`src/rtl/duart_pkg.sv`:
```
// Shared types, constants and register offsets for the dual UART with timer.
// Used by duart_mod, duart_ctrl, duart_dp and dual_uart_with_timer; no dependencies.
`default_nettype none
package duart_pkg;
    localparam int TICK_CLOCKS = 184;
    localparam logic [15:0] TICK_X1 = 16'(TICK_CLOCKS);
    localparam logic [15:0] TICK_X16 = 16'(TICK_CLOCKS / 16);

    localparam logic [2:0] FUNC_READ = 3'd0;
    localparam logic [2:0] FUNC_WRITE = 3'd1;
    localparam logic [2:0] FUNC_TICK = 3'd2;
    localparam logic [2:0] FUNC_PIN_SET = 3'd3;
    localparam logic [2:0] FUNC_PIN_CLR = 3'd4;

    localparam logic [3:0] REG_MODE_A = 4'h0;
    localparam logic [3:0] REG_STAT_A = 4'h1;
    localparam logic [3:0] REG_CMD_A = 4'h2;
    localparam logic [3:0] REG_DATA_A = 4'h3;
    localparam logic [3:0] REG_AUX = 4'h4;
    localparam logic [3:0] REG_ISR = 4'h5;
    localparam logic [3:0] REG_CNT_HI = 4'h6;
    localparam logic [3:0] REG_CNT_LO = 4'h7;
    localparam logic [3:0] REG_MODE_B = 4'h8;
    localparam logic [3:0] REG_STAT_B = 4'h9;
    localparam logic [3:0] REG_CMD_B = 4'hA;
    localparam logic [3:0] REG_DATA_B = 4'hB;
    localparam logic [3:0] REG_VECTOR = 4'hC;
    localparam logic [3:0] REG_PORT = 4'hD;
    localparam logic [3:0] REG_START = 4'hE;
    localparam logic [3:0] REG_STOP = 4'hF;

    typedef struct packed {
        logic [2:0] func;
        logic [3:0] addr;
        logic [7:0] wdata;
        logic       rx_avail;
        logic       tx_room;
        logic [7:0] rx_byte;
        logic [2:0] pin;
    } req_t;

    // Controller commands to the datapath
    typedef struct packed {
        logic load;    // latch request and run its one-cycle event
        logic wrap;    // finish counter underflow with the modulo result
    } cmd_t;

    // Datapath status to the controller
    typedef struct packed {
        logic wrap_pending;
        logic mod_done;
    } stat_t;
endpackage
`default_nettype wire

```
`src/rtl/duart_mod.sv`:
```
// Iterative restoring remainder unit: 16-bit dividend modulo 16-bit divisor.
// Depends on nothing but the package; one quotient bit per cycle.
`default_nettype none
module duart_mod
(
    input  wire logic        clk,
    input  wire logic        rst_n,
    input  wire logic        start,
    input  wire logic [15:0] dividend,
    input  wire logic [15:0] divisor,
    output logic             done,
    output logic      [15:0] remainder
);
    import duart_pkg::*;

    logic [15:0] rem_reg, rem_next;
    logic [15:0] quo_reg, quo_next;
    logic [15:0] div_reg;
    logic [4:0]  cnt_reg, cnt_next;
    logic        busy_reg, busy_next;
    logic [16:0] trial;

    assign trial = {rem_reg, quo_reg[15]} - {1'b0, div_reg};

    // Shift one dividend bit in and subtract where it fits
    always_comb
    begin
        rem_next = rem_reg;
        quo_next = quo_reg;
        cnt_next = cnt_reg;
        busy_next = busy_reg;
        if (start)
        begin
            rem_next = '0;
            quo_next = dividend;
            cnt_next = 5'd16;
            busy_next = 1'b1;
        end
        else if (busy_reg)
        begin
            if (!trial[16])
                rem_next = trial[15:0];
            else
                rem_next = {rem_reg[14:0], quo_reg[15]};
            quo_next = {quo_reg[14:0], 1'b0};
            cnt_next = cnt_reg - 5'd1;
            if (cnt_reg == 5'd1)
                busy_next = 1'b0;
        end
    end

    always_ff @(posedge clk or negedge rst_n)
    begin
        if (!rst_n)
        begin
            busy_reg <= 1'b0;
            cnt_reg <= '0;
        end
        else
        begin
            busy_reg <= busy_next;
            cnt_reg <= cnt_next;
        end
    end

    always_ff @(posedge clk)
    begin
        rem_reg <= rem_next;
        quo_reg <= quo_next;
        if (start)
            div_reg <= divisor;
    end

    assign done = busy_reg && (cnt_reg == 5'd1);
    assign remainder = (!trial[16]) ? trial[15:0] : {rem_reg[14:0], quo_reg[15]};
endmodule
`default_nettype wire

```
`src/rtl/duart_dp.sv`:
```
// Datapath: register file, event logic, counter and result register.
// Depends on duart_pkg and duart_mod.
`default_nettype none
module duart_dp
(
    input  wire logic                  clk,
    input  wire logic                  rst_n,
    input  wire logic [1:0]            console_port,
    input  wire duart_pkg::req_t       req,
    input  wire duart_pkg::cmd_t       cmd,
    output duart_pkg::stat_t           stat,
    output logic [47:0]                result
);
    import duart_pkg::*;

    logic [7:0]  mode_one_reg [2];
    logic [7:0]  mode_two_reg [2];
    logic [1:0]  mode_ptr_reg, mode_ptr_next;
    logic [7:0]  status_reg [2];
    logic [7:0]  status_next [2];
    logic [7:0]  rxh_reg [2];
    logic [1:0]  txdis_reg, txdis_next;
    logic [1:0]  rxdis_reg, rxdis_next;
    logic [7:0]  ipcr_reg, ipcr_next;
    logic [7:0]  isr_reg, isr_next;
    logic [7:0]  imr_reg, imr_next;
    logic [7:0]  ivr_reg, ivr_next;
    logic [7:0]  acr_reg, acr_next;
    logic [15:0] cnt_reg, cnt_next;
    logic [15:0] pre_reg, pre_next;
    logic        stop_reg, stop_next;
    logic [7:0]  op_reg, op_next;
    logic [5:0]  pins_reg, pins_next;
    logic        wrap_reg, wrap_next;
    logic [47:0] res_reg, res_next;

    logic        ch;
    logic [7:0]  rdata;
    logic        changed, tx_hit;
    logic [7:0]  tx_data;
    logic [7:0]  lines;
    logic        mod_start, mod_done;
    logic [15:0] deficit, mod_rem, step;
    logic [2:0]  cmode;
    logic        run;
    logic [7:0]  pm;

    assign ch = req.addr[3];
    assign cmode = acr_reg[6:4];
    assign step = (cmode == 3'd6) ? TICK_X1 : TICK_X16;
    assign run = (acr_reg[6] || !stop_reg)
        && (cmode == 3'd3 || cmode == 3'd7 || cmode == 3'd6);
    assign deficit = step - cnt_reg;
    assign pm = 8'(1) << req.pin;

    duart_mod u_mod
    (
        .clk       (clk),
        .rst_n     (rst_n),
        .start     (mod_start),
        .dividend  (deficit),
        .divisor   (pre_reg),
        .done      (mod_done),
        .remainder (mod_rem)
    );

    assign stat.wrap_pending = wrap_reg;
    assign stat.mod_done = mod_done;

    // Run one event against the register file
    always_comb
    begin
        mode_ptr_next = mode_ptr_reg;
        status_next = status_reg;
        txdis_next = txdis_reg;
        rxdis_next = rxdis_reg;
        ipcr_next = ipcr_reg;
        isr_next = isr_reg;
        imr_next = imr_reg;
        ivr_next = ivr_reg;
        acr_next = acr_reg;
        cnt_next = cnt_reg;
        pre_next = pre_reg;
        stop_next = stop_reg;
        op_next = op_reg;
        pins_next = pins_reg;
        wrap_next = 1'b0;
        mod_start = 1'b0;
        rdata = 8'hFF;
        changed = 1'b0;
        tx_hit = 1'b0;
        tx_data = 8'h00;
        if (cmd.load)
        begin
            unique case (req.func)
                FUNC_READ:
                begin
                    unique case (req.addr)
                        REG_MODE_A, REG_MODE_B:
                        begin
                            if (mode_ptr_reg[ch])
                                rdata = mode_two_reg[ch];
                            else
                            begin
                                mode_ptr_next[ch] = 1'b1;
                                rdata = mode_one_reg[ch];
                            end
                        end
                        REG_STAT_A, REG_STAT_B: rdata = status_reg[ch];
                        REG_CMD_A, REG_DATA_A, REG_CMD_B, REG_DATA_B:
                        begin
                            if (status_reg[ch][0])
                            begin
                                status_next[ch][0] = 1'b0;
                                if (ch)
                                    isr_next[5] = 1'b0;
                                else
                                    isr_next[1] = 1'b0;
                            end
                            rdata = rxh_reg[ch];
                        end
                        REG_AUX:
                        begin
                            ipcr_next = ipcr_reg & 8'h0F;
                            isr_next = isr_reg & 8'h7F;
                            rdata = ipcr_reg & 8'h0F;
                        end
                        REG_ISR: rdata = isr_reg;
                        REG_CNT_HI: rdata = cnt_reg[15:8];
                        REG_CNT_LO: rdata = cnt_reg[7:0];
                        REG_VECTOR: rdata = ivr_reg;
                        REG_PORT: rdata = {2'b00, pins_reg};
                        REG_START:
                        begin
                            cnt_next = pre_reg;
                            stop_next = 1'b0;
                        end
                        REG_STOP:
                        begin
                            stop_next = 1'b1;
                            isr_next[3] = 1'b0;
                        end
                        default: ;
                    endcase
                end
                FUNC_WRITE:
                begin
                    unique case (req.addr)
                        REG_CMD_A, REG_CMD_B:
                        begin
                            unique case (req.wdata[6:4])
                                3'd1: mode_ptr_next[ch] = 1'b0;
                                3'd2: rxdis_next[ch] = 1'b1;
                                3'd4: status_next[ch] = status_reg[ch] & 8'h0F;
                                3'd5:
                                begin
                                    if (ch)
                                        isr_next[6] = 1'b0;
                                    else
                                        isr_next[2] = 1'b0;
                                end
                                default: ;
                            endcase
                            if (req.wdata[0]) rxdis_next[ch] = 1'b0;
                            if (req.wdata[1]) rxdis_next[ch] = 1'b1;
                            if (req.wdata[2]) txdis_next[ch] = 1'b0;
                            if (req.wdata[3]) txdis_next[ch] = 1'b1;
                        end
                        REG_DATA_A, REG_DATA_B:
                        begin
                            if (ch)
                                isr_next[4] = 1'b0;
                            else
                                isr_next[0] = 1'b0;
                            if (!txdis_reg[ch] && status_reg[ch][2])
                            begin
                                if (console_port == {ch, !ch})
                                begin
                                    tx_hit = 1'b1;
                                    tx_data = req.wdata;
                                end
                                status_next[ch] = status_reg[ch] & 8'hF3;
                            end
                        end
                        REG_AUX: acr_next = req.wdata;
                        REG_ISR: imr_next = req.wdata;
                        REG_CNT_HI: pre_next = {req.wdata, pre_reg[7:0]};
                        REG_CNT_LO: pre_next = {pre_reg[15:8], req.wdata};
                        REG_VECTOR: ivr_next = req.wdata;
                        REG_START:
                        begin
                            op_next = op_reg | req.wdata;
                            changed = 1'b1;
                        end
                        REG_STOP:
                        begin
                            op_next = op_reg & ~req.wdata;
                            changed = 1'b1;
                        end
                        // Clock select and output port config drive no output; drop them
                        default: ;
                    endcase
                end
                FUNC_TICK:
                begin
                    if (req.tx_room)
                    begin
                        if (!txdis_reg[0] && !status_reg[0][2]) isr_next[0] = 1'b1;
                        if (!txdis_reg[1] && !status_reg[1][2]) isr_next[4] = 1'b1;
                        status_next[0] = status_reg[0] | 8'h0C;
                        status_next[1] = status_reg[1] | 8'h0C;
                    end
                    if (req.rx_avail)
                    begin
                        if (console_port == 2'd1 && !rxdis_reg[0])
                        begin
                            status_next[0][0] = 1'b1;
                            isr_next[1] = 1'b1;
                        end
                        else if (console_port == 2'd2 && !rxdis_reg[1])
                        begin
                            status_next[1][0] = 1'b1;
                            isr_next[5] = 1'b1;
                        end
                    end
                    if (run)
                    begin
                        if (cnt_reg >= step)
                            cnt_next = cnt_reg - step;
                        else
                        begin
                            isr_next[3] = 1'b1;
                            if (pre_reg == 16'h0000)
                                cnt_next = '0;
                            else
                            begin
                                mod_start = 1'b1;
                                wrap_next = 1'b1;
                            end
                        end
                    end
                end
                FUNC_PIN_SET, FUNC_PIN_CLR:
                begin
                    if (req.pin <= 3'd5)
                    begin
                        if (req.pin <= 3'd3)
                        begin
                            if (pins_reg[req.pin] != (req.func == FUNC_PIN_SET))
                            begin
                                ipcr_next[{1'b1, req.pin[1:0]}] = 1'b1;
                                isr_next[7] = 1'b1;
                            end
                            ipcr_next[{1'b0, req.pin[1:0]}] = (req.func == FUNC_PIN_SET);
                        end
                        if (req.func == FUNC_PIN_SET)
                            pins_next = pins_reg | pm[5:0];
                        else
                            pins_next = pins_reg & ~pm[5:0];
                    end
                end
                default: ;
            endcase
        end
        else if (cmd.wrap)
        begin
            cnt_next = pre_reg - mod_rem;
        end
        else
            wrap_next = wrap_reg;
    end

    assign lines = isr_next & imr_next;

    // Capture the result fields on an event; hold them until taken
    always_comb
    begin
        res_next = res_reg;
        if (cmd.load)
            res_next = {5'b0, ivr_next, changed, op_next, tx_data, tx_hit,
                        (lines != 8'h00), lines, rdata};
    end

    always_ff @(posedge clk or negedge rst_n)
    begin
        if (!rst_n)
        begin
            mode_ptr_reg <= '0;
            status_reg[0] <= '0;
            status_reg[1] <= '0;
            txdis_reg <= '0;
            rxdis_reg <= '0;
            ipcr_reg <= '0;
            isr_reg <= '0;
            imr_reg <= '0;
            ivr_reg <= 8'h0F;
            acr_reg <= 8'hFF;
            cnt_reg <= '0;
            pre_reg <= 16'hFFFF;
            stop_reg <= 1'b0;
            op_reg <= '0;
            pins_reg <= '0;
            wrap_reg <= 1'b0;
            mode_one_reg[0] <= '0;
            mode_one_reg[1] <= '0;
            mode_two_reg[0] <= '0;
            mode_two_reg[1] <= '0;
            rxh_reg[0] <= '0;
            rxh_reg[1] <= '0;
        end
        else
        begin
            mode_ptr_reg <= mode_ptr_next;
            status_reg <= status_next;
            txdis_reg <= txdis_next;
            rxdis_reg <= rxdis_next;
            ipcr_reg <= ipcr_next;
            isr_reg <= isr_next;
            imr_reg <= imr_next;
            ivr_reg <= ivr_next;
            acr_reg <= acr_next;
            cnt_reg <= cnt_next;
            pre_reg <= pre_next;
            stop_reg <= stop_next;
            op_reg <= op_next;
            pins_reg <= pins_next;
            wrap_reg <= wrap_next;
            // Mode and receive holding writes
            if (cmd.load && req.func == FUNC_WRITE)
            begin
                if (req.addr == REG_MODE_A || req.addr == REG_MODE_B)
                begin
                    if (mode_ptr_reg[ch])
                        mode_two_reg[ch] <= req.wdata;
                    else
                        mode_one_reg[ch] <= req.wdata;
                end
            end
            if (cmd.load && req.func == FUNC_TICK && req.rx_avail)
            begin
                if (console_port == 2'd1 && !rxdis_reg[0])
                    rxh_reg[0] <= req.rx_byte;
                else if (console_port == 2'd2 && !rxdis_reg[1])
                    rxh_reg[1] <= req.rx_byte;
            end
        end
    end

    always_ff @(posedge clk)
    begin
        res_reg <= res_next;
    end

    assign result = res_reg;
endmodule
`default_nettype wire

```
`src/rtl/duart_ctrl.sv`:
```
// Controller: stream handshake and sequencing of event and counter wrap.
// Depends on duart_pkg.
`default_nettype none
module duart_ctrl
(
    input  wire logic             clk,
    input  wire logic             rst_n,
    input  wire logic             in_valid,
    output logic                  in_ready,
    output logic                  out_valid,
    input  wire logic             out_ready,
    output duart_pkg::cmd_t       cmd,
    input  wire duart_pkg::stat_t stat
);
    import duart_pkg::*;

    localparam logic [1:0] ST_IDLE = 2'd0;
    localparam logic [1:0] ST_WRAP = 2'd1;
    localparam logic [1:0] ST_FULL = 2'd2;

    logic [1:0] state_reg, state_next;
    logic       take;

    assign in_ready = (state_reg == ST_IDLE);
    assign take = in_valid && in_ready;
    assign out_valid = (state_reg == ST_FULL);
    assign cmd.load = take;
    assign cmd.wrap = (state_reg == ST_WRAP) && stat.mod_done;

    // Sequence: accept, optional modulo wait, hold result until taken
    always_comb
    begin
        state_next = state_reg;
        unique case (state_reg)
            ST_IDLE: if (take) state_next = ST_WRAP;
            ST_WRAP:
            begin
                if (!stat.wrap_pending || stat.mod_done)
                    state_next = ST_FULL;
            end
            ST_FULL: if (out_ready) state_next = ST_IDLE;
            default: state_next = ST_IDLE;
        endcase
    end

    always_ff @(posedge clk or negedge rst_n)
    begin
        if (!rst_n)
            state_reg <= ST_IDLE;
        else
            state_reg <= state_next;
    end
endmodule
`default_nettype wire

```
`src/rtl/dual_uart_with_timer.sv`:
```
// Top level of the dual UART with counter/timer.
// Depends on duart_pkg, duart_ctrl, duart_dp and duart_mod.
//
// Requests enter on s_axis (tvalid/tready/tdata); one result leaves on m_axis
// per request. cfg_we/cfg_wdata write the console selection; the user must
// do so only while idle, as the block itself does not enforce it. A result
// is captured when its request is accepted and is offered once the controller
// leaves its wait state; a tick that underflows the counter with a nonzero
// preload runs the 16-step remainder unit, and its result is offered once
// the remainder is done. The next request can be accepted in the cycle after
// the result is taken, never before.
// Reset (rst_n low, asynchronous) sets vector 0x0F, aux control 0xFF, preload
// 0xFFFF, other control registers zero; result and remainder data are not reset.
// While a result waits and m_axis_tready is low, the result holds and s_axis_tready stays low.
`default_nettype none
module dual_uart_with_timer
(
    input  wire logic        clk,
    input  wire logic        rst_n,
    input  wire logic        cfg_we,
    input  wire logic [1:0]  cfg_wdata,
    input  wire logic        s_axis_tvalid,
    output logic             s_axis_tready,
    // func[2:0], addr[6:3], wdata[14:7], rx_avail[15], tx_room[16],
    // rx_byte[24:17], pin[27:25], zero fill [31:28]
    input  wire logic [31:0] s_axis_tdata,
    output logic             m_axis_tvalid,
    input  wire logic        m_axis_tready,
    // rdata[7:0], irq_lines[15:8], irq_request[16], tx_valid[17],
    // tx_byte[25:18], out_pins[33:26], out_changed[34], vector[42:35], zero [47:43]
    output logic [47:0]      m_axis_tdata
);
    import duart_pkg::*;

    logic [1:0] console_reg;
    req_t       req;
    cmd_t       cmd;
    stat_t      stat;
    logic [47:0] res;

    always_ff @(posedge clk or negedge rst_n)
    begin
        if (!rst_n)
            console_reg <= '0;
        else if (cfg_we)
            console_reg <= cfg_wdata;
    end

    assign req.func = s_axis_tdata[2:0];
    assign req.addr = s_axis_tdata[6:3];
    assign req.wdata = s_axis_tdata[14:7];
    assign req.rx_avail = s_axis_tdata[15];
    assign req.tx_room = s_axis_tdata[16];
    assign req.rx_byte = s_axis_tdata[24:17];
    assign req.pin = s_axis_tdata[27:25];

    duart_ctrl u_ctrl
    (
        .clk       (clk),
        .rst_n     (rst_n),
        .in_valid  (s_axis_tvalid),
        .in_ready  (s_axis_tready),
        .out_valid (m_axis_tvalid),
        .out_ready (m_axis_tready),
        .cmd       (cmd),
        .stat      (stat)
    );

    duart_dp u_dp
    (
        .clk          (clk),
        .rst_n        (rst_n),
        .console_port (console_reg),
        .req          (req),
        .cmd          (cmd),
        .stat         (stat),
        .result       (res)
    );

    assign m_axis_tdata = res;
endmodule
`default_nettype wire
```
`config.mk`:
```
export PLATFORM = sky130hd
export DESIGN_NAME = dual_uart_with_timer
export DESIGN_NICKNAME = d
export VERILOG_FILES = /design/src/rtl/duart_pkg.sv /design/src/rtl/duart_mod.sv /design/src/rtl/duart_dp.sv /design/src/rtl/duart_ctrl.sv /design/src/rtl/dual_uart_with_timer.sv
export SDC_FILE = /design/constraint.sdc
export NUM_CORES = 1
export LEC_CHECK = 0
export CAP_MARGIN = 10
export CORE_UTILIZATION = 39
export CTS_CLUSTER_SIZE = 14
export DETAILED_ROUTE_END_ITERATION = 8
export DONT_BUFFER_PORTS = 1
export GPL_ROUTABILITY_DRIVEN = 0
export SLEW_MARGIN = 20
export SYNTH_ARGS = -nofsm -noshare
export SYNTH_HDL_FRONTEND = slang
export SYNTH_SLANG_ARGS = --single-unit
```
`constraint.sdc`:
```
create_clock -name clk -period 7.9 [get_ports clk]
set_input_delay 1.975 -clock clk [delete_from_list [all_inputs] [get_ports clk]]
set_output_delay 1.975 -clock clk [all_outputs]
set_load 0.05 [all_outputs]
```
# Yosys cells after proc, flatten, opt, wreduce, memory -nomap -nowiden
# Index checks and enable logic that the tools add are counted.
classes:
  addsub: 5
  order_cmp: 12
  eq_ne: 53
  shifts: 1
  muxes: 157
  bitwise_logic: 25
  reduce_logical: 69
ops:
  columns: ["cell", "n"]
  rows:
  - ["8-bit two-way mux", 32]
  - ["16-bit two-way mux", 13]
  - ["16-bit one-hot mux with 2 select lines", 3]
  - ["8-bit one-hot mux with 9 select lines", 1]
  - ["16-bit bitwise mux", 4]
  - ["1-bit two-way mux", 58]
  - ["16-bit one-hot mux with 3 select lines", 1]
  - ["16-bit subtractor", 3]
  - ["2-bit two-way mux", 22]
  - ["4-bit equality test, second input constant", 8]
  - ["8-bit one-hot mux with 2 select lines", 2]
  - ["3-bit AND reduction", 9]
  - ["2-bit inequality test, second input constant", 9]
  - ["17-bit by 16-bit subtractor with 17-bit output", 1]
  - ["16-bit AND", 1]
  - ["8-bit AND", 2]
  - ["8-bit demux with 1-bit select", 2]
  - ["4-bit by 3-bit equality test with 1-bit output, second input constant", 4]
  - ["16-bit >= comparator", 1]
  - ["1-bit logical AND", 16]
  - ["16-bit zero test", 1]
  - ["16-bit NOT", 1]
  - ["8-bit OR", 2]
  - ["1-bit one-hot mux with 2 select lines", 8]
  - ["other kinds (61)", 118]
totals:
  ff_bits: 258
  input_bits: 39
  out_inout_bits: 50
  wordCells: 362

# Longest topological paths before layout
# Gate-level depths: netlist (run 1).
logic_depth:
  word_depth: 16
  depth_mapped: 24

# Cells and area by module
# From an unflattened synthesis (run 1), not the netlist that was laid out.
unflattened:
  cells_unflattened: 1367
  hier_area_um2: 13800.7
modules_own_cells:
  columns: ["module", "n_inst", "cells_per_inst", "area_per_inst_um2", "seq_area_each_um2"]
  rows:
  - ["duart_dp", 1, 1030, 10445.0, 5048.6]
  - ["duart_mod", 1, 320, 3155.5, 1431.4]
  - ["duart_ctrl", 1, 13, 127.6, 50.0]
  - ["dual_uart_with_timer", 1, 4, 72.6, 50.0]

# Least setup slack after synthesis (run 1)
# Ideal clock, no wire load.
synth_timing:
  path_kind: "reg-to-reg"
  start: "register u_dp.u_mod.quo_reg[15]"
  end: "register u_dp.cnt_reg[14]"
  t_arrival_ns: 5.157
  t_required_ns: 7.774
  setup_slack_ns: 2.617
  stages_incl_launch_ff: 23
  path_buffers: 1
  path_cell_list: "edfxtp_1 -> inv_1 -> ha_1 -> inv_1 -> fa_1 -> a211oi_2 -> o211ai_2 -> nor4b_4 -> or3_2 -> nand2_1 -> clkbuf_1 -> o21ai_0 -> ha_1 -> fa_1 -> inv_1 -> a21oi_1 -> or4_1 -> o311ai_1 -> a31o_2 -> o2111ai_1 -> a31oi_1 -> a211oi_1 -> a311o_1"
synth_via:
  elab_chain_cells: 5
synth_rtl:
  columns: ["element", "line", "source"]
  rows:
  - ["start: declaration", "duart_mod.sv:17", "logic [15:0] quo_reg, quo_next;"]
  - ["start signal: assignment", "duart_mod.sv:69", "quo_reg <= quo_next;"]
  - ["17-bit by 16-bit subtractor with 17-bit output", "duart_mod.sv:23", "assign trial = {rem_reg, quo_reg[15]} - {1'b0, div_reg};"]
  - ["16-bit two-way mux (*)", "duart_mod.sv:75", "assign remainder = (!trial[16]) ? trial[15:0] : {rem_reg[14:0], quo_reg[15]};"]
  - ["net u_dp.mod_rem[0]", "duart_dp.sv:43", "logic [15:0] deficit, mod_rem, step;"]
  - ["16-bit subtractor (*)", "duart_dp.sv:267", "cnt_next = pre_reg - mod_rem;"]
  - ["16-bit two-way mux (*)", "duart_dp.sv:265", "else if (cmd.wrap)"]
  - ["16-bit two-way mux (*)", "duart_dp.sv:93", "if (cmd.load)"]
  - ["end signal: assignment", "duart_dp.sv:322", "cnt_reg <= cnt_next;"]
  - ["end: declaration", "duart_dp.sv:29", "logic [15:0] cnt_reg, cnt_next;"]
# The timed path passes the listed nets; every way through them passes the cells marked *. The select of a mux whose other input is x is not followed.
# A chain may end at the register's enable or synchronous reset.

# Worst setup path in the final report (run 1)
layout_timing:
  start: "register u_dp.u_mod.quo_reg[15]"
  end: "register u_dp.cnt_reg[14]"
layout_via:
  elab_chain_cells: 5
layout_rtl:
  columns: ["element", "line"]
  rows:
  - ["17-bit by 16-bit subtractor with 17-bit output", "duart_mod.sv:23"]
  - ["16-bit two-way mux", "duart_mod.sv:75"]
  - ["net u_dp.mod_rem[1]", "duart_dp.sv:43"]
  - ["16-bit subtractor", "duart_dp.sv:267"]
  - ["16-bit two-way mux", "duart_dp.sv:265"]
  - ["16-bit two-way mux", "duart_dp.sv:93"]
# The timed path passes the listed nets, and every way through them passes these cells. The select of a mux whose other input is x is not followed.

==> results of run 1 <==
[placed cells by master, fill, tap and decap left out, types with 6 or more instances in the layout]
| cell | synthesis | routed |
|---|---|---|
| dfrtp_1 | 136 | 136 |
| nor2_1 | 101 | 101 |
| mux2_2 | 101 | 101 |
| nand2_1 | 98 | 98 |
| a21oi_1 | 86 | 86 |
| edfxtp_1 | 75 | 75 |
| o21ai_0 | 63 | 63 |
| inv_1 | 59 | 59 |
| ha_1 | 39 | 39 |
| nor3_1 | 36 | 35 |
| clkbuf_16 | 0 | 29 |
| nand3_1 | 28 | 28 |
| a211oi_1 | 27 | 27 |
| mux2i_1 | 26 | 26 |
| nor2b_1 | 23 | 23 |
| dfstp_2 | 23 | 23 |
| xnor2_1 | 22 | 22 |
| and2_1 | 22 | 22 |
| a21o_1 | 21 | 21 |
| dfxtp_1 | 16 | 16 |
| a31oi_1 | 15 | 15 |
| nand2b_1 | 14 | 14 |
| o21a_1 | 13 | 13 |
| xor2_1 | 13 | 13 |
| buf_4 | 5 | 12 |
| nor4_1 | 11 | 11 |
| a22oi_1 | 11 | 11 |
| a221oi_1 | 10 | 10 |
| nor3b_1 | 9 | 9 |
| a32oi_1 | 8 | 8 |
| o31ai_1 | 6 | 6 |
| o21bai_1 | 6 | 6 |
| o221ai_1 | 6 | 6 |
| clkinv_4 | 0 | 6 |
[worst min path at each step]
stage / startpoint / endpoint / slack [ns] / cells past startpoint
after CTS: u_dp.status_reg[1]$_DFFE_PN0P_ / u_dp.status_reg[1]$_DFFE_PN0P_ / 0.38 / 0
after detailed placement: u_dp.status_reg[1]$_DFFE_PN0P_ / u_dp.status_reg[1]$_DFFE_PN0P_ / 0.36 / 0
final: u_dp.status_reg[1]$_DFFE_PN0P_ / u_dp.status_reg[1]$_DFFE_PN0P_ / 0.38 / 0
after floorplan: u_dp.status_reg[1]$_DFFE_PN0P_ / u_dp.status_reg[1]$_DFFE_PN0P_ / 0.43 / 1
after global routing: u_dp.status_reg[1]$_DFFE_PN0P_ / u_dp.status_reg[1]$_DFFE_PN0P_ / 0.41 / 0
after global placement: u_dp.status_reg[1]$_DFFE_PN0P_ / u_dp.status_reg[1]$_DFFE_PN0P_ / 0.36 / 0
[critical path, delay by kind of cell, from the launching register on]
kind | cells | cell delay (ns)
muxes | 1 | 0.36
buffers and inverters | 4 | 0.31
DFF | 1 | 0.39
AOI/OAI and AO/OA | 9 | 2.08
adders and majority gates | 3 | 1.10
and+or+nand+nor | 4 | 1.56
[layer usage]
layer	track usage, %	vias to the layer above	part of all wire (%)
met5	0	-	0
met2	32.4	304	46
met3	3.72	78	6.0
li1	-	4689	-
met1	26.6	4874	44
met4	7.60	0	3.7
[kinds of logic (layout without fill, tap and decap cells)]
group / Yosys count / in the layout / share of synthesized area, %
AOI/OAI and AO/OA: 318 / 318 / 15.6
xor gates and xnor gates: 35 / 35 / 2.28
adders and majority gates: 44 / 44 / 4.30
buffers and inverters: 125 / 127 / 3.94
DFF: 250 / 250 / 48.9
muxes: 128 / 128 / 10.6
other: 1 / 5 / 0.0279
and+or+nand+nor: 387 / 387 / 14.4
[area by class of cell]
type	count	area [um^2]
Fill cell	3225	18900
Clock buffer	32	747
Tap cell	448	561
Multi-Input combinational cell	917	6350
Clock inverter	20	228
Inverter	63	236
Sequential cell	250	6580
Timing Repair Buffer	12	90.1
[metrics by stage]
stage	instance area (um^2)	setup WS, ns
after global placement	13800	2.15
after CTS	14800	2.01
after global routing	14800	1.60
final	14800	1.99
after detailed placement	13800	2.05
after floorplan	13500	2.62
[power breakdown]
| part | leakage [nW] | switching [W] | internal [W] |
|---|---|---|---|
| Combinational | 2.87 | 0.00126 | 0.000825 |
| Sequential | 2.90 | 0.000378 | 0.00163 |
| Clock | 0.471 | 0.000560 | 0.000814 |
| Total | 6.24 | 0.00220 | 0.00327 |
==> out/results.txt, run 1 <==
Status - complete, no violations
Area contributors post-synth - dfrtp_1 (25%), edfxtp_1 (17%), mux2_2 (8.5%), dfstp_2 (4.5%), ha_1 (3.6%)
Setup crit end kind - flop
Input/output buffers - 0
Final setup vio count - 0
Worst R2R Start - u_dp.u_mod.quo_reg[15]$_DFFE_PP_
Critical path origin - u_dp.u_mod.quo_reg[15]$_DFFE_PP_
Largest net degree at the start of global routing - 160
Max-cap violations - 0
Fin. Hold Viols - 0
Synthesized flop and latch total - 250
Max reg flops - 43
DP HPWL - 24600 um
Critical Path RT - 8.34 ns
Hold_buf cts - 0
Syn avg cell area - 10.4 um^2
CP dominant cell by count - inv_1
Setup TNS - 0 ns
Core area - 33700 um^2
Top cell type's share of synthesized area - 25.3%
CTS root buf - clkbuf_16
Design Power - 0.00547 W
Unrepaired setup endpoints after global routing - false
Period utilization - 74.8%
Diode count - 0
Synth unique cells - 85
Worst Path Arrival - 6.35 ns
Leakage - 6.24 nW
Die H - 188 um
Setup crit end - u_dp.cnt_reg[14]$_DFFE_PN0P_
Synthesized area - 13400 um^2
Post-route DRC - 0
Routed Antenna Nets - 0
Max rail drop VDD - 197 uV
Number of global-route vias before repair - 9902
Tmin final - 5.91 ns
Layout area overhead - 10.1%
Min Hold Slack - 0.378 ns
Gr ovfl total - 0
Vias after detailed routing - 9945
Post-synth top area cell - dfrtp_1
Pin slew with the least headroom to its limit - 0.977 ns
Critical path class - flop to flop
Die width - 188 um
Die ar. - 35200 um^2
1st-iter DRT viols - 789
GRT Util Overall - 20.0%
Initial antenna violation count - 0
Top cells by count, synth - dfrtp_1 (136), mux2_2 (101), nor2_1 (101)
Ys async rst share - 63.6%
Most frequent cell after synthesis - dfrtp_1
Setup crit start kind - flop
Worst-skew pair later-pin latency - 0.55 ns
Post-synthesis sequential area ratio - 48.9%
Initial DRT Pass Iterations - 5
Crit path max-delay cell type - nor3_2
CTS max path bufs - 3
Cells along the critical path - inv_1, ha_1, inv_1, fa_1, a211oi_2, o211ai_2, nor4b_4, nor3_2, nor2_1, mux2i_1, inv_1, fa_1, inv_1, a21oi_1, or4_1, o311ai_1, a31o_2, o2111ai_1, a31oi_1, a211oi_1, a311o_1
WL/cell - 20.3 um
First-pass GRT wire length - 56100 um
Reg2reg setup slack - 1.99 ns
CTS buffer count - 28
Rel. slew slack - 34.7%
Pins over their slew limit - 0
Worst-path maximum fanout - 12
Syn. warnings - 0
Post-Layout Cell Count - 1742
DR vias/cell - 5.71
Initial Util - 39.9%
Total Wirelength - 35300 um
Post-Synthesis Cells - 1288
Post-synth EDFFs - 75
Post-cts resize count - 0
Row count - 67
Most used DFF post-synth - dfrtp_1
Worst R2R End - u_dp.cnt_reg[14]$_DFFE_PN0P_
Final core occ - 43.9%
Clock H-tree levels - 1
IO Pins - 89
Layout cells sized above 1 - 16.2%
Hold Crit Class - flop to flop
Reg2reg path depth - 21
# Post-CTS Setup Buffers - 0
Cell area power density - 370 nW/um^2
Critical path's largest stage delay - 0.58 ns
Final nets - 1354
CTS clk-pin slew, worst paths - 0.07 ns
Peak Freq - 169 MHz
Placed cells - 1690
Clk_skew - 0.0280 ns
TritonCTS Sinks - 250
CTS tree - built
Note: power is estimated with default switching activity, not from simulation.
==> run 2: changes to the inputs <==
Settings changed: ABC_AREA set to 1.
Clock period 7.9 ns to 5.7 ns, I/O delays scaled along.
==> run 2 against run 1 <==
Effect of this change:
- critical path depth is 7 lower
- hold slack better by 0.0027 ns
- cell area increased by 1.0%
- clock skew increased by 0.0028 ns
- count of clock-buffer cells in the layout rose by 5
- die area is 1.5% higher
- first-iteration DRC count is 15% higher
- largest power group is now registers
- setup slack lost 0.70 ns
- power fell by 3.3%
- sequential power grew 22%
- sequential share of layout area decreased by 0.44 points
==> out/results.txt, run 2 <==
Row count - 68
CTS max path bufs - 3
TritonCTS Sinks - 250
Syn. warnings - 0
Commonest non-fill, non-tap cell in the layout - nand2_1
Post-synth top area cell - dfrtp_1
IO Pins - 89
Clk_skew - 0.0308 ns
Setup TNS - 0 ns
Core area - 34500 um^2
Top delay family on crit path - simple AND/OR/NAND/NOR gates
Pin slew with the least headroom to its limit - 1.02 ns
Setup crit start kind - flop
Leakage - 6.75 nW
WL/cell - 17.6 um
Largest net degree at the start of global routing - 160
Placed cells - 2037
DR vias/cell - 5.24
Diode count - 0
Worst Path Arrival - 4.59 ns
Pins over their slew limit - 0
Fin. Hold Viols - 0
Post-route DRC - 0
Initial antenna violation count - 0
Hold Crit Class - flop to flop
Cells along the critical path - nand2_1, nor2_1, inv_1, ha_1, inv_1, nor2_1, inv_1, o21ai_0, a31oi_1, nand3b_1, nand3b_4, nor2_4, inv_2, nand2_2
Critical Path RT - 5.88 ns
Die H - 189 um
Max rail drop VDD - 297 uV
Critical path's largest stage delay - 0.60 ns
Post-Layout Cell Count - 2087
Layout area overhead - 9.45%
Initial Util - 39.6%
Total Wirelength - 36800 um
First-pass GRT wire length - 58200 um
Syn avg cell area - 8.41 um^2
Input/output buffers - 0
Rel. slew slack - 31.7%
Period utilization - 77.4%
Tmin final - 4.41 ns
Final nets - 1693
Worst-skew pair later-pin latency - 0.57 ns
CTS root buf - clkbuf_16
Number of global-route vias before repair - 10520
Top cell type's share of synthesized area - 24.9%
Commonest cells after routing, fill and taps aside - nand2_1 (361), inv_1 (206), o21ai_0 (169), dfrtp_1 (136), nor2_1 (125)
Hold_buf cts - 0
Design Power - 0.00529 W
Worst-path maximum fanout - 29
CTS clk-pin slew, worst paths - 0.06 ns
Layout cells sized above 1 - 9.31%
Max-cap violations - 0
DP HPWL - 26400 um
Ys async rst share - 63.6%
Cell area power density - 354 nW/um^2
Post-synthesis sequential area ratio - 48.2%
Final setup vio count - 0
Most frequent cell after synthesis - nand2_1
Critical path class - flop to flop
CP dominant cell by count - inv_1
# Post-CTS Setup Buffers - 0
Post-cts resize count - 0
Routed Antenna Nets - 0
Worst path bufs/invs - 4
Clock H-tree levels - 1
Synth unique cells - 67
Peak Freq - 227 MHz
Status - complete, no violations
Gr ovfl total - 0
Unrepaired setup endpoints after global routing - false
Most used DFF post-synth - dfrtp_1
Synthesized area - 13700 um^2
Synthesized flop and latch total - 250
1st-iter DRT viols - 909
Area contributors post-synth - dfrtp_1 (25%), edfxtp_1 (16%), nand2_1 (9.9%), o21ai_0 (6.2%), inv_1 (5.7%)
Max reg flops - 43
Top cells by count, synth - nand2_1 (361), inv_1 (207), o21ai_0 (169)
CTS buffer count - 27
Post-Synthesis Cells - 1623
Post-synth EDFFs - 75
CTS tree - built
Vias after detailed routing - 10931
Initial DRT Pass Iterations - 5
Die width - 189 um
GRT Util Overall - 20.7%
Setup crit end kind - flop
Crit path max-delay cell type - nand2_2
Die ar. - 35800 um^2
## run 2: worst register-to-register path, delay by kind of cell (launching register included)
kind	cells	cell delay [ns]
AOI/OAI and AO/OA	2	0.51
DFF	1	0.54
adders and majority gates	1	0.44
and+or+nand+nor	7	1.76
buffers and inverters	4	0.78
## run 2: cell type report
cell class / instances / area, um^2
Clock buffer: 37 / 763
Clock inverter: 13 / 129
Fill cell: 3416 / 19500
Inverter: 218 / 818
Multi-Input combinational cell: 1107 / 6030
Sequential cell: 250 / 6580
Tap cell: 455 / 569
Timing Repair Buffer: 7 / 52.6
## run 2: path summary, 6_finish.rpt
path                                                startpoint                               to  slack [ns]  depth (start not counted)
worst max-delay path               u_dp.acr_reg[5]$_DFFE_PN1P_  u_dp.u_mod.quo_reg[1]$_DFFE_PP_        1.29                         14
worst min-delay path            u_dp.status_reg[1]$_DFFE_PN0P_   u_dp.status_reg[1]$_DFFE_PN0P_        0.38                          0
worst max register to register     u_dp.acr_reg[5]$_DFFE_PN1P_  u_dp.u_mod.quo_reg[1]$_DFFE_PP_        1.29                         14
worst min register to register  u_dp.status_reg[1]$_DFFE_PN0P_   u_dp.status_reg[1]$_DFFE_PN0P_        0.38                          0
max in group asynchronous                                rst_n      u_dp.acr_reg[4]$_DFFE_PN1P_        4.87                          0
min in group asynchronous                                rst_n        u_dp.ivr_reg[4]$_DFF_PN0_        0.56                          0
## run 2: per-stage QoR
stage	hold slack (ns)	instance area, um^2	setup slack (ns)	util (%)
floorplan	0.429	13700	2.17	-
global placement	0.365	14100	1.38	40.8
detailed placement	0.366	14100	1.30	40.8
CTS	0.379	14900	1.25	43.4
global route	0.385	14900	0.908	43.4
finish	0.381	14900	1.29	43.4
## run 2: logic make-up (layout without fill, tap and decap cells)
kind of cell / count (synthesis) / in the layout / synth area share, %
multiplexers: 2 / 2 / 0.156
AND/OR/NAND/NOR: 688 / 688 / 23.1
XOR/XNOR: 38 / 38 / 2.44
AO/OA/AOI/OAI: 331 / 331 / 14.2
flip-flops: 250 / 250 / 48.2
buffers and inverters: 270 / 275 / 7.74
other: 1 / 5 / 0.0275
adder cells (fa/ha/maj): 43 / 43 / 4.16
## run 2: metal layers
layer  global-route usage [%]  share of wire, %
met1                     28.0                44
met2                     34.2                48
met3                     2.63               5.2
met4                     6.82               2.9
met5                        0                 0
## run 2: power by group
| group | switching [W] | internal, W | leakage [nW] |
|---|---|---|---|
| Sequential | 0.000369 | 0.00209 | 2.85 |
| Clock | 0.000751 | 0.00103 | 0.448 |
| Combinational | 0.000723 | 0.000327 | 3.45 |
| Total | 0.00184 | 0.00345 | 6.75 |
